==> config.mk <==
export PLATFORM = sky130hd
export DESIGN_NAME = shortest_remaining_time_scheduler
export DESIGN_NICKNAME = d
export VERILOG_FILES = /design/src/srtf_pkg.sv /design/src/shortest_remaining_time_scheduler.sv
export SDC_FILE = /design/constraint.sdc
export NUM_CORES = 1
export LEC_CHECK = 0
export ABC_AREA = 1
export BUFFER_PORTS_ARGS = -buffer_cell sky130_fd_sc_hd__buf_2
export CAP_MARGIN = 30
export CORE_MARGIN = 2
export CORE_UTILIZATION = 50
export DETAILED_ROUTE_END_ITERATION = 10
export PLACE_DENSITY = 0.66
export SLEW_MARGIN = 20
export SYNTH_ARGS = -nofsm -noshare
export SYNTH_HDL_FRONTEND = slang
export SYNTH_SLANG_ARGS = --single-unit
==> constraint.sdc <==
create_clock -name clk_i -period 12.73 [get_ports clk_i]
set_input_delay 1.273 -clock clk_i [delete_from_list [all_inputs] [get_ports clk_i]]
set_output_delay 1.273 -clock clk_i [all_outputs]
set_load 0.01 [all_outputs]
==> src/srtf_pkg.sv <==
// Shared constants and field layout for the shortest-remaining-time scheduler.
`default_nettype none

package srtf_pkg;

  // Table geometry
  localparam int MAX_TASKS = 16;
  localparam int SLOT_W    = 4;
  localparam int CNT_W     = $clog2(MAX_TASKS + 1);

  // Field widths
  localparam int VAL_W  = 16;
  localparam int TIME_W = 21;
  localparam logic [TIME_W-1:0] TIME_MAX = {TIME_W{1'b1}};

  // Request kinds carried in s_tuser
  localparam logic REQ_LOAD = 1'b0;
  localparam logic REQ_TICK = 1'b1;

  // Input beat layout: task_slot, arrival_time, burst_time
  localparam int I_SLOT_LSB = 0;
  localparam int I_ARR_LSB  = I_SLOT_LSB + SLOT_W;
  localparam int I_BUR_LSB  = I_ARR_LSB + VAL_W;
  localparam int I_USED_W   = I_BUR_LSB + VAL_W;
  localparam int IN_DATA_W  = ((I_USED_W + 7) / 8) * 8;

  // Output beat layout: task_id, slice_start, completion_time, turnaround, waiting, all_done
  localparam int O_ID_LSB    = 0;
  localparam int O_START_LSB = O_ID_LSB + SLOT_W;
  localparam int O_COMP_LSB  = O_START_LSB + TIME_W;
  localparam int O_TAT_LSB   = O_COMP_LSB + TIME_W;
  localparam int O_WAIT_LSB  = O_TAT_LSB + TIME_W;
  localparam int O_ALL_BIT   = O_WAIT_LSB + TIME_W;
  localparam int O_USED_W    = O_ALL_BIT + 1;
  localparam int OUT_DATA_W  = ((O_USED_W + 7) / 8) * 8;

  // Output tuser bits
  localparam int OU_RAN_BIT  = 0;
  localparam int OU_DONE_BIT = 1;
  localparam int OUT_USER_W  = 2;

  localparam int CFG_W = 5;

  typedef logic [TIME_W-1:0] tval_t;
  typedef logic [VAL_W-1:0]  val_t;
  typedef logic [SLOT_W-1:0] slot_t;

endpackage

`default_nettype wire

==> src/shortest_remaining_time_scheduler.sv <==
// Preemptive shortest-remaining-time scheduler: task table, slot scan and result stage.
// Usage:
//   s_* stream: one beat per request. s_tuser is the kind (load or tick);
//   s_tdata carries the slot, arrival time and burst of a load.
//   m_* stream: exactly one result beat per request. m_tuser flags whether a
//   task ran and whether it finished; m_tdata holds the slot, slice start,
//   completion, turnaround, waiting time and the all-done status.
//   cfg_*: writes task_count (slots 0..min(task_count,16)-1 are scheduled); always
//   ready, write only while the block is idle.
// Timing:
//   Every request scans the slots in use one per cycle through a single
//   compare unit, then a tick passes the update and waiting-time states
//   before the result stage. One request is in flight at a time;
//   s_tready is high only when the sequencer is idle, so a new request
//   is taken only once the previous one has left the sequencer.
// Reset: all slots finished, clock zero, task_count zero, no result pending.
// Stall: a result waits in the output register while the next request is
//   accepted and processed; the sequencer holds its result until the output
//   register frees up.
`default_nettype none

module shortest_remaining_time_scheduler (
  input  logic                           clk_i,
  input  logic                           rst_ni,
  input  logic                           s_tvalid,
  output logic                           s_tready,
  // task_slot[3:0], arrival_time[19:4], burst_time[35:20], zero pad
  input  logic [srtf_pkg::IN_DATA_W-1:0] s_tdata,
  // req_type
  input  logic                           s_tuser,
  output logic                           m_tvalid,
  input  logic                           m_tready,
  // task_id[3:0], slice_start[24:4], completion_time[45:25],
  // turnaround[66:46], waiting[87:67], all_done[88], zero pad
  output logic [srtf_pkg::OUT_DATA_W-1:0] m_tdata,
  // ran[0], task_done[1]
  output logic [srtf_pkg::OUT_USER_W-1:0] m_tuser,
  input  logic                           cfg_valid_i,
  output logic                           cfg_ready_o,
  input  logic [srtf_pkg::CFG_W-1:0]     cfg_data_i
);
  import srtf_pkg::*;

  localparam logic [2:0] ST_IDLE = 3'd0;
  localparam logic [2:0] ST_SCAN = 3'd1;
  localparam logic [2:0] ST_UPD  = 3'd2;
  localparam logic [2:0] ST_WAIT = 3'd3;
  localparam logic [2:0] ST_OUT  = 3'd4;

  // Task tables
  val_t                 arr_mem [MAX_TASKS];
  val_t                 bur_mem [MAX_TASKS];
  val_t                 rem_mem [MAX_TASKS];
  logic [MAX_TASKS-1:0] fin_q;

  logic [2:0]       state_q;
  logic [CFG_W-1:0] cfg_q;
  logic             kind_q;
  logic [CNT_W-1:0] idx_q;
  logic [CNT_W-1:0] uf_q;
  logic             found_q;
  slot_t            best_q;
  val_t             best_rem_q;
  tval_t            time_q;
  tval_t            start_q;
  logic             done_q;
  tval_t            tat_q;
  tval_t            wait_q;

  // Output register
  logic             m_valid_q;
  logic             o_ran_q;
  logic             o_done_q;
  logic             o_all_q;
  slot_t            o_id_q;
  tval_t            o_start_q;
  tval_t            o_comp_q;
  tval_t            o_tat_q;
  tval_t            o_wait_q;

  logic             s_acc;
  logic [CNT_W-1:0] n_use;
  slot_t            rd_idx;
  slot_t            rd_addr;
  logic [CNT_W-1:0] idx_inc;
  val_t             arr_rd_q;
  val_t             bur_rd_q;
  val_t             rem_rd_q;
  logic             fin_rd;
  logic             elig;
  tval_t            time_nx;
  tval_t            bur_ext;
  slot_t            ld_slot;
  val_t             ld_arr;
  val_t             ld_bur;
  logic             out_free;

  assign s_tready    = (state_q == ST_IDLE);
  assign s_acc       = s_tvalid && s_tready;
  assign cfg_ready_o = 1'b1;
  assign out_free    = !m_valid_q || m_tready;

  assign ld_slot = s_tdata[I_SLOT_LSB +: SLOT_W];
  assign ld_arr  = s_tdata[I_ARR_LSB +: VAL_W];
  assign ld_bur  = s_tdata[I_BUR_LSB +: VAL_W];

  // Slots in use, capped at table size
  assign n_use = (cfg_q > CNT_W'(MAX_TASKS)) ? CNT_W'(MAX_TASKS) : cfg_q;

  // Finished flag of the slot under work: scan index, else the picked slot
  assign rd_idx = (state_q == ST_SCAN) ? idx_q[SLOT_W-1:0] : best_q;
  assign fin_rd = fin_q[rd_idx];

  // Table read address leads the scan index by one slot, so registered data lines up with the scan
  assign idx_inc = idx_q + CNT_W'(1);
  always_comb begin
    case (state_q)
      ST_IDLE: begin
        rd_addr = '0;
      end
      ST_SCAN: begin
        rd_addr = (idx_q == n_use) ? best_q : idx_inc[SLOT_W-1:0];
      end
      default: begin
        rd_addr = best_q;
      end
    endcase
  end

  // Registered table read
  always_ff @(posedge clk_i) begin
    arr_rd_q <= arr_mem[rd_addr];
    bur_rd_q <= bur_mem[rd_addr];
    rem_rd_q <= rem_mem[rd_addr];
  end

  // Shared compare: arrival against clock, remaining against best so far
  assign elig    = !fin_rd && (tval_t'(arr_rd_q) <= time_q);
  assign time_nx = (time_q == TIME_MAX) ? time_q : time_q + tval_t'(1);
  assign bur_ext = tval_t'(bur_rd_q);

  // Configuration register
  always_ff @(posedge clk_i or negedge rst_ni) begin
    if (!rst_ni) begin
      cfg_q <= '0;
    end else if (cfg_valid_i && cfg_ready_o) begin
      cfg_q <= cfg_data_i;
    end
  end

  // Table storage
  always_ff @(posedge clk_i) begin
    if (s_acc && (s_tuser == REQ_LOAD)) begin
      arr_mem[ld_slot] <= ld_arr;
      bur_mem[ld_slot] <= ld_bur;
      rem_mem[ld_slot] <= ld_bur;
    end else if ((state_q == ST_UPD) && found_q) begin
      rem_mem[best_q] <= rem_rd_q - val_t'(1);
    end
  end

  // Finished flags
  always_ff @(posedge clk_i or negedge rst_ni) begin
    if (!rst_ni) begin
      fin_q <= '1;
    end else if (s_acc && (s_tuser == REQ_LOAD)) begin
      fin_q[ld_slot] <= (ld_bur == '0);
    end else if ((state_q == ST_UPD) && found_q && (rem_rd_q == val_t'(1))) begin
      fin_q[best_q] <= 1'b1;
    end
  end

  // Sequencer
  always_ff @(posedge clk_i or negedge rst_ni) begin
    if (!rst_ni) begin
      state_q    <= ST_IDLE;
      kind_q     <= REQ_LOAD;
      idx_q      <= '0;
      uf_q       <= '0;
      found_q    <= 1'b0;
      best_q     <= '0;
      best_rem_q <= '0;
      time_q     <= '0;
      start_q    <= '0;
      done_q     <= 1'b0;
      tat_q      <= '0;
      wait_q     <= '0;
    end else begin
      case (state_q)
        ST_IDLE: begin
          if (s_acc) begin
            kind_q  <= s_tuser;
            idx_q   <= '0;
            uf_q    <= '0;
            found_q <= 1'b0;
            best_q  <= '0;
            done_q  <= 1'b0;
            tat_q   <= '0;
            wait_q  <= '0;
            state_q <= ST_SCAN;
          end
        end
        ST_SCAN: begin
          if (idx_q == n_use) begin
            state_q <= (kind_q == REQ_TICK) ? ST_UPD : ST_OUT;
          end else begin
            if (!fin_rd) begin
              uf_q <= uf_q + CNT_W'(1);
            end
            if (elig && (!found_q || (rem_rd_q < best_rem_q))) begin
              best_q     <= idx_q[SLOT_W-1:0];
              best_rem_q <= rem_rd_q;
              found_q    <= 1'b1;
            end
            idx_q <= idx_inc;
          end
        end
        ST_UPD: begin
          start_q <= time_q;
          time_q  <= time_nx;
          if (found_q && (rem_rd_q == val_t'(1))) begin
            done_q <= 1'b1;
            tat_q  <= time_nx - tval_t'(arr_rd_q);
          end
          state_q <= ST_WAIT;
        end
        ST_WAIT: begin
          // Waiting time, clamped at zero when the clock saturated
          wait_q  <= (tat_q >= bur_ext) ? tat_q - bur_ext : '0;
          state_q <= ST_OUT;
        end
        ST_OUT: begin
          if (out_free) begin
            state_q <= ST_IDLE;
          end
        end
        default: begin
          state_q <= ST_IDLE;
        end
      endcase
    end
  end

  // Result register
  always_ff @(posedge clk_i or negedge rst_ni) begin
    if (!rst_ni) begin
      m_valid_q <= 1'b0;
    end else if ((state_q == ST_OUT) && out_free) begin
      m_valid_q <= 1'b1;
    end else if (m_tready) begin
      m_valid_q <= 1'b0;
    end
  end

  always_ff @(posedge clk_i) begin
    if ((state_q == ST_OUT) && out_free) begin
      o_ran_q   <= (kind_q == REQ_TICK) && found_q;
      o_id_q    <= ((kind_q == REQ_TICK) && found_q) ? best_q : '0;
      o_start_q <= (kind_q == REQ_TICK) ? start_q : '0;
      o_done_q  <= done_q;
      o_comp_q  <= done_q ? time_q : '0;
      o_tat_q   <= done_q ? tat_q : '0;
      o_wait_q  <= done_q ? wait_q : '0;
      o_all_q   <= ((uf_q - CNT_W'(done_q)) == '0);
    end
  end

  // Output packing
  always_comb begin
    m_tdata                          = '0;
    m_tdata[O_ID_LSB +: SLOT_W]      = o_id_q;
    m_tdata[O_START_LSB +: TIME_W]   = o_start_q;
    m_tdata[O_COMP_LSB +: TIME_W]    = o_comp_q;
    m_tdata[O_TAT_LSB +: TIME_W]     = o_tat_q;
    m_tdata[O_WAIT_LSB +: TIME_W]    = o_wait_q;
    m_tdata[O_ALL_BIT]               = o_all_q;
    m_tuser                          = '0;
    m_tuser[OU_RAN_BIT]              = o_ran_q;
    m_tuser[OU_DONE_BIT]             = o_done_q;
  end

  assign m_tvalid = m_valid_q;

endmodule

`default_nettype wire

==> metrics.md, run 1 <==
| Metric | Value |
|---|---|
| Setup TNS | `0 ns` |
| Sw Ratio | `38.9%` |
| Inserted Clock Buffers | `103` |
| Top layer reached by signal wires | `met5` |
| Yosys warns | `0` |
| Cells after synthesis | `4794` |
| Die width | `312 um` |
| Worst Setup End Kind | `flop` |
| Grt ovf | `0` |
| Root cell of the clock tree | `clkbuf_16` |
| Pins Over Slew Limit | `0` |
| Post-route ant nets | `0` |
| Clk buf depth | `3` |
| Worst skew pair latency | `0.69 ns` |
| Die Height | `312 um` |
| Cts hold-fix bufs | `0` |
| Synth unique cells | `51` |
| Crit share post-route | `36.5%` |
| DRC | `0` |
| Peak supply drop | `0.164 mV` |
| Pleak | `23.0 nW` |
| HPWL after DPL | `69.8 mm` |
| Skew final | `0.0321 ns` |
| Crit path DAT | `5.00 ns` |
| Status | `complete, no violations` |
| Total number of vias | `33600` |
| Ys flop type | `edfxtp_1` |
| Tmin final | `4.65 ns` |
| Commonest cells in the netlist | `1171 x nand2_1, 948 x nand3_1, 859 x edfxtp_1, 699 x inv_1, 146 x nor2_1` |
| Synthesized area per cell | `9.92 um2` |
| Detailed-route wire length per cell | `19.6 um` |
| Number of global-route vias before repair | `32000` |
| Initial drt markers | `3242` |
| DRT Pass-1 Iters | `6` |
| Full die area | `0.0976 mm2` |
| Final Hold Viols | `0` |
| Max frequency | `0.215 GHz` |
| Critical-path top delay cell | `nor2_4` |
| Crit path max fanout | `50` |
| Slew headroom | `26.1%` |
| Combinational power share | `36.9%` |
| Number of flops mapped to enable cells by yosys | `859` |
| Wl on met1 | `50.5 mm` |
| Switch Pwr | `4.54 mW` |
| Crit path launch type | `flop` |
| Met3 Routed Length | `8.23 mm` |
| PortBufs | `139` |
| Share of power burned in registers | `36.0%` |
| Setup CP Type | `flop to flop` |
| H-tree depth | `3` |
| Synth top area share | `54.2%` |
| Final Util | `56.2%` |
| Setup violations, final | `0` |
| Total internal power | `7.15 mW` |
| Clk sinks | `1049` |
| Core ar. | `0.0946 mm2` |
| Routed wire length | `122 mm` |
| Global-route wire length before repair | `188 mm` |
| Clock-pin slew on the worst setup and hold paths | `0.06 ns` |
| Antenna violations before repair | `11` |
| Worst slew pin tran | `1.11 ns` |
| Hold Path Class | `primary input to asynchronous set/reset pin` |
| Largest cells by area after synthesis | `edfxtp_1 54%, nand3_1 10%, nand2_1 9.2%, dfrtp_1 6.6%, inv_1 5.5%` |
| # fillers | `7966` |
| PD cells | `220 mW/mm2` |
| Max incr delay on CP | `0.66 ns` |
| Critical-path cell list | `nor2_1 > inv_1 > nor2_4 > inv_2 > nor2_4 > inv_2 > o21ai_0 > nand3_1 > nor2_2 > buf_4` |
| Post-CTS setup buffer count | `0` |
| CTS tree | `yes` |
| Starting Density | `50.3%` |
| Fraction of registers with async set/reset | `13.5%` |
| Synth Register Bits | `1049` |
| DR vias/cell | `5.39` |
| Post-Syn Area | `0.0476 mm2` |
| Gr usage total | `25.0%` |
| RSZ-0062 raised after global routing | `no` |
| Metal2 WL | `60.0 mm` |
| Max cap viols | `0` |
| Clk pwr share | `27.1%` |
| Post-CTS Resized | `0` |
| R2R Setup Slk | `8.08 ns` |
| Yosys top cell by area | `edfxtp_1` |
| Area Growth Syn to Fin | `11.8%` |
| Regs by FF count | `arr_mem (256), bur_mem (256), rem_mem (256)` |
| Row count | `113` |
| Most numerous cell in the Yosys netlist | `nand2_1` |
| Net count, final | `4995` |
| Crit path required time | `13.08 ns` |
| Fraction of layout cells with a size suffix above 1 | `9.29%` |
| Seq/Total Area, Yosys | `63.8%` |
| RePlAce Congestion | `0.907` |
| # IOs | `152` |
| Largest net degree at the start of global routing | `196` |
==> per-layer routing <==
layer	up-vias	GRT usage (%)
met1	16000	33.5
met3	248	3.11
met2	1230	42.4
met4	2	8.47
met5	-	0
li1	16100	-
==> final cells by class <==
class / count / area, um2 / area share (%)
timing repair buffer: 214 / 1380 / 2.60
clock buffer: 135 / 2860 / 5.39
inverter: 715 / 2700 / 5.07
clock inverter: 60 / 691 / 1.30
antenna: 3 / 7.51 / 0.0141
tap: 1265 / 1580 / 2.98
sequential: 1049 / 30300 / 57.0
multi-input combinational: 2790 / 13600 / 25.6
==> path summary, 6_finish.rpt <==
check                       startpoint              end  cells after the start
setup / recovery            state_q[0]  rem_mem[10][11]                     10
hold reg to reg            start_q[17]      start_q[17]                      2
hold / removal                  rst_ni        time_q[8]                      1
min in group clk_i         start_q[17]      start_q[17]                      2
setup reg to reg            state_q[0]  rem_mem[10][11]                     10
max in group asynchronous       rst_ni           done_q                      3
==> per-stage QoR <==
step	hold WS, ns	setup WS, ns	cell area, um2	instances	total power [mW]
finish	0.472	8.08	53200	6231	11.7
global route	0.474	7.63	53200	6230	12.4
CTS	0.483	8.07	53100	6223	11.7
detailed placement	0.466	8.07	49500	6028	8.53
global placement	0.465	8.13	49500	6027	8.48
floorplan	0.449	7.09	47600	4800	7.29
==> cells in the final DEF (no fill, tap or decap), types with 58 or more instances in the layout <==
| master | n |
|---|---|
| nand3_1 | 948 |
| buf_2 | 138 |
| edfxtp_1 | 859 |
| nor2_1 | 113 |
| clkbuf_16 | 108 |
| a21oi_1 | 58 |
| ha_1 | 69 |
| inv_1 | 699 |
| buf_4 | 67 |
| nand2_1 | 1170 |
| o21ai_0 | 142 |
| dfrtp_1 | 125 |
==> critical path, delay by kind of cell (launching register included) <==
| kind | cells | cell delay [ns] |
|---|---|---|
| AOI/OAI and AO/OA | 1 | 0.38 |
| buffers and inverters | 4 | 1.34 |
| and+or+nand+nor | 5 | 2.08 |
| DFF | 1 | 0.47 |
==> cells by family after synthesis <==
kind of cell	count (synthesis)	share of synthesized area, %
AOI/OAI and AO/OA	261	3.04
buffers and inverters	961	8.10
muxes	1	0.0237
other	2	0.0158
DFF	1049	63.8
xor gates and xnor gates	51	0.939
adders and majority gates	71	1.90
and+or+nand+nor	2398	22.2
==> power groups by stage <==
stage               Combinational, mW  Sequential (mW)  Clock [mW]
floorplan                        3.08             4.21           0
global placement                 4.21             4.27           0
detailed placement               4.26             4.27           0
CTS                              4.28             4.20        3.21
global route                     4.81             4.22        3.34
finish                           4.31             4.21        3.17
Note: power is estimated with default switching activity, not from simulation.
==> inputs of run 2 (changes only) <==
- PLACE_DENSITY: 0.66 -> 0.69
- clock period: 12.73 -> 3.8 ns (I/O delays scaled with it)
==> run 2 against run 1 <==
  * First-iteration DRC count grew 10%
  * Clock-buffer cell count increased by 13
  * Worst setup slack lost 7.7 ns
  * Non-clock buffer count is 49 higher
  * Register-to-register slack got worse by 7.7 ns
  * Die area unchanged
  * Hold slack got worse by 0.41 ns
==> metrics.md, run 2 (same netlist as run 1, synthesis figures left out) <==
| Metric | Value |
|---|---|
| Status | `complete, no violations (unchanged)` |
| Worst Setup End Kind | `flop (unchanged)` |
| H-tree depth | `3 (unchanged)` |
| Inserted Clock Buffers | `104 (was 103)` |
| Register area | `0.0303 mm2 (about the same)` |
| Number of global-route vias before repair | `32700 (was 32000)` |
| Clk pwr share | `25.6% (was 27.1%)` |
| Crit path required time | `4.37 ns (was 13.08 ns)` |
| Switch Pwr | `15.3 mW (was 4.54 mW)` |
| Pleak | `23.2 nW (was 23.0 nW)` |
| Initial drt markers | `3565 (was 3242)` |
| Hold Path Class | `primary input to flop (was primary input to asynchronous set/reset pin)` |
| Gr usage total | `25.2% (was 25.0%)` |
| Crit share post-route | `89.9% (was 36.5%)` |
| Tmin final | `3.42 ns (was 4.65 ns)` |
| Skew final | `0.0226 ns (was 0.0321 ns)` |
| Clk sinks | `1049 (unchanged)` |
| Sw Ratio | `39.2% (was 38.9%)` |
| Worst skew pair latency | `0.69 ns (about the same)` |
| Regs by FF count | `arr_mem (256), bur_mem (256), rem_mem (256) (unchanged)` |
| Share of power burned in registers | `35.9% (was 36.0%)` |
| Placed Instances | `6068 (was 6028)` |
| DR vias/cell | `5.43 (was 5.39)` |
| # IOs | `152 (unchanged)` |
| Core ar. | `0.0946 mm2 (unchanged)` |
| Multi-input logic area | `0.0137 mm2 (was 0.0136 mm2)` |
| Reg-to-Reg End | `tat_q[20] (was rem_mem[10][11])` |
| # fillers | `7861 (was 7966)` |
| Routed wire length | `123 mm (was 122 mm)` |
| Net count, final | `5045 (was 4995)` |
| PD cells | `727 mW/mm2 (was 220 mW/mm2)` |
| Area Growth Syn to Fin | `13.0% (was 11.8%)` |
| Critical Path End | `tat_q[20] (was rem_mem[10][11])` |
| DRC | `0 (unchanged)` |
| Most common cell after layout, fill and taps aside | `nand2_1 (unchanged)` |
| Peak supply drop | `0.861 mV (was 0.164 mV)` |
| Crit path launch type | `flop (unchanged)` |
| DRT Pass-1 Iters | `5 (was 6)` |
| Die Height | `312 um (unchanged)` |
| Max frequency | `0.293 GHz (was 0.215 GHz)` |
| Reg2reg path depth | `24 (was 10)` |
| Setup CP Type | `flop to flop (unchanged)` |
| Row count | `113 (unchanged)` |
| Final Power | `39.1 mW (was 11.7 mW)` |
| Grt ovf | `0 (unchanged)` |
| RePlAce Congestion | `0.919 (was 0.907)` |
| Final Hold Viols | `0 (unchanged)` |
| Global-route wire length before repair | `190 mm (was 188 mm)` |
| CTS tree | `yes (unchanged)` |
| Crit path max fanout | `5 (was 50)` |
| RR Startpoint | `time_q[1] (was state_q[0])` |
| RSZ-0062 raised after global routing | `no (unchanged)` |
| Die width | `312 um (unchanged)` |
| Post-route ant nets | `0 (unchanged)` |
| Detailed-route wire length per cell | `19.6 um (about the same)` |
| Crit path DAT | `3.98 ns (was 5.00 ns)` |
| Root cell of the clock tree | `clkbuf_16 (unchanged)` |
| PortBufs | `139 (unchanged)` |
| Setup violations, final | `0 (unchanged)` |
| Antenna violations before repair | `6 (was 11)` |
| Fraction of layout cells with a size suffix above 1 | `9.79% (was 9.29%)` |
| CP Launch Point | `time_q[1] (was state_q[0])` |
| Post-CTS setup buffer count | `0 (unchanged)` |
| Total number of vias | `34100 (was 33600)` |
| Combinational power share | `38.6% (was 36.9%)` |
| Slew headroom | `31.6% (was 26.1%)` |
| Non-Filler Instances | `6282 (was 6231)` |
| Clk buf depth | `3 (unchanged)` |
| Most frequent cells in the layout | `1169 x nand2_1, 947 x nand3_1, 859 x edfxtp_1 (was 1170 x nand2_1, 948 x nand3_1, 859 x edfxtp_1)` |
| Full die area | `0.0976 mm2 (unchanged)` |
| Starting Density | `50.3% (unchanged)` |
| HPWL after DPL | `73.3 mm (was 69.8 mm)` |
| Total internal power | `23.7 mW (was 7.15 mW)` |
| R2R Setup Slk | `0.38 ns (was 8.08 ns)` |
| Clock-pin slew on the worst setup and hold paths | `0.07 ns (was 0.06 ns)` |
| Pins Over Slew Limit | `0 (unchanged)` |
| Worst slew pin tran | `1.03 ns (was 1.11 ns)` |
| Largest net degree at the start of global routing | `162 (was 196)` |
| Max cap viols | `0 (unchanged)` |
| Setup TNS | `0 ns (unchanged)` |
[run 2: cell count changes in the layout (fill, tap and decap cells not counted), moves of 7 or more]
cell           delta
buf_12           +35
dlygate4sd3_1    +14
bufinv_16         -9
clkbuf_1          +8
clkinv_2          -7
[run 2: worst min-delay path by stage]
stage / slack [ns] / depth (start not counted) / from / endpoint
2_1_floorplan: 0.08 / 0 / rst_ni / best_q[0]
3_3_place_gp: 0.46 / 2 / best_rem_q[12] / best_rem_q[12]
3_5_place_dp: 0.46 / 1 / rst_ni / start_q[7]
4_1_cts: 0.01 / 2 / cfg_valid_i / cfg_q[1]
5_1_grt: 0.07 / 1 / s_tdata[14] / arr_mem[14][10]
6_report: 0.06 / 1 / s_tdata[14] / arr_mem[14][10]
[run 2: power by group through the flow]
stage          clock, mW  sequential [mW]  combinational (mW)
2_1_floorplan          0             14.1                10.3
3_3_place_gp           0             14.3                14.6
3_5_place_dp           0             14.2                14.9
4_1_cts             10.1             14.0                15.0
5_1_grt             10.6             14.1                16.8
6_report            9.99             14.0                15.1
[run 2: timing repair]
action,in CTS,in global routing
hold buffers,14,0
gates resized for setup,0,10
hold endpoints to repair,81,0
endpoints found under the setup margin,0,11
[run 2: cell type report]
cell class              instances  share of cell area [%]
diodes                          3                  0.0140
clock buffers                 148                    5.45
clock inverters                49                   0.724
inverters                     715                    5.01
multi-input cells            2790                    25.4
flip-flops and latches       1049                    56.4
well taps                    1265                    2.94
repair buffers                263                    4.02
[run 2: worst max-delay path, cell delays in order, from the launching register on]
cell and delay, ns:
dfrtp_2 0.40, ha_1 0.17, inv_1 0.06, nor2_1 0.19
nand2_2 0.12, inv_1 0.10, nand2_1 0.08, nor2_1 0.13
nand3_1 0.19, nand2_1 0.11, nor2_1 0.04, a21oi_1 0.18
ha_1 0.31, nand2_1 0.11, nand2_1 0.05, nand2_1 0.05
nand2_1 0.10, nand2_1 0.10, nand2_1 0.11, nand2_1 0.10
nand3_1 0.14, nor2_1 0.18, nand4_1 0.11, nand3_1 0.10
nand2_1 0.07
[run 2: metal layers]
layer | vias up | GRT usage, % | wire [um]
li1 | 16200 | - | -
met1 | 16300 | 34.8 | 51100
met2 | 1335 | 41.1 | 58600
met3 | 224 | 3.83 | 9670
met4 | 2 | 8.45 | 3550
met5 | - | 0 | 13
[run 2: metrics by stage]
step	worst slack, ns	instance area [um2]	hold slack (ns)	utilization (%)
6_report	0.385	53800	0.0615	56.8
5_1_grt	0.0108	53800	0.0684	56.8
4_1_cts	0.266	53700	0.0115	56.8
3_5_place_dp	0.363	50300	0.463	53.1
3_3_place_gp	0.300	50200	0.462	53.1
2_1_floorplan	0.241	47600	0.0844	-
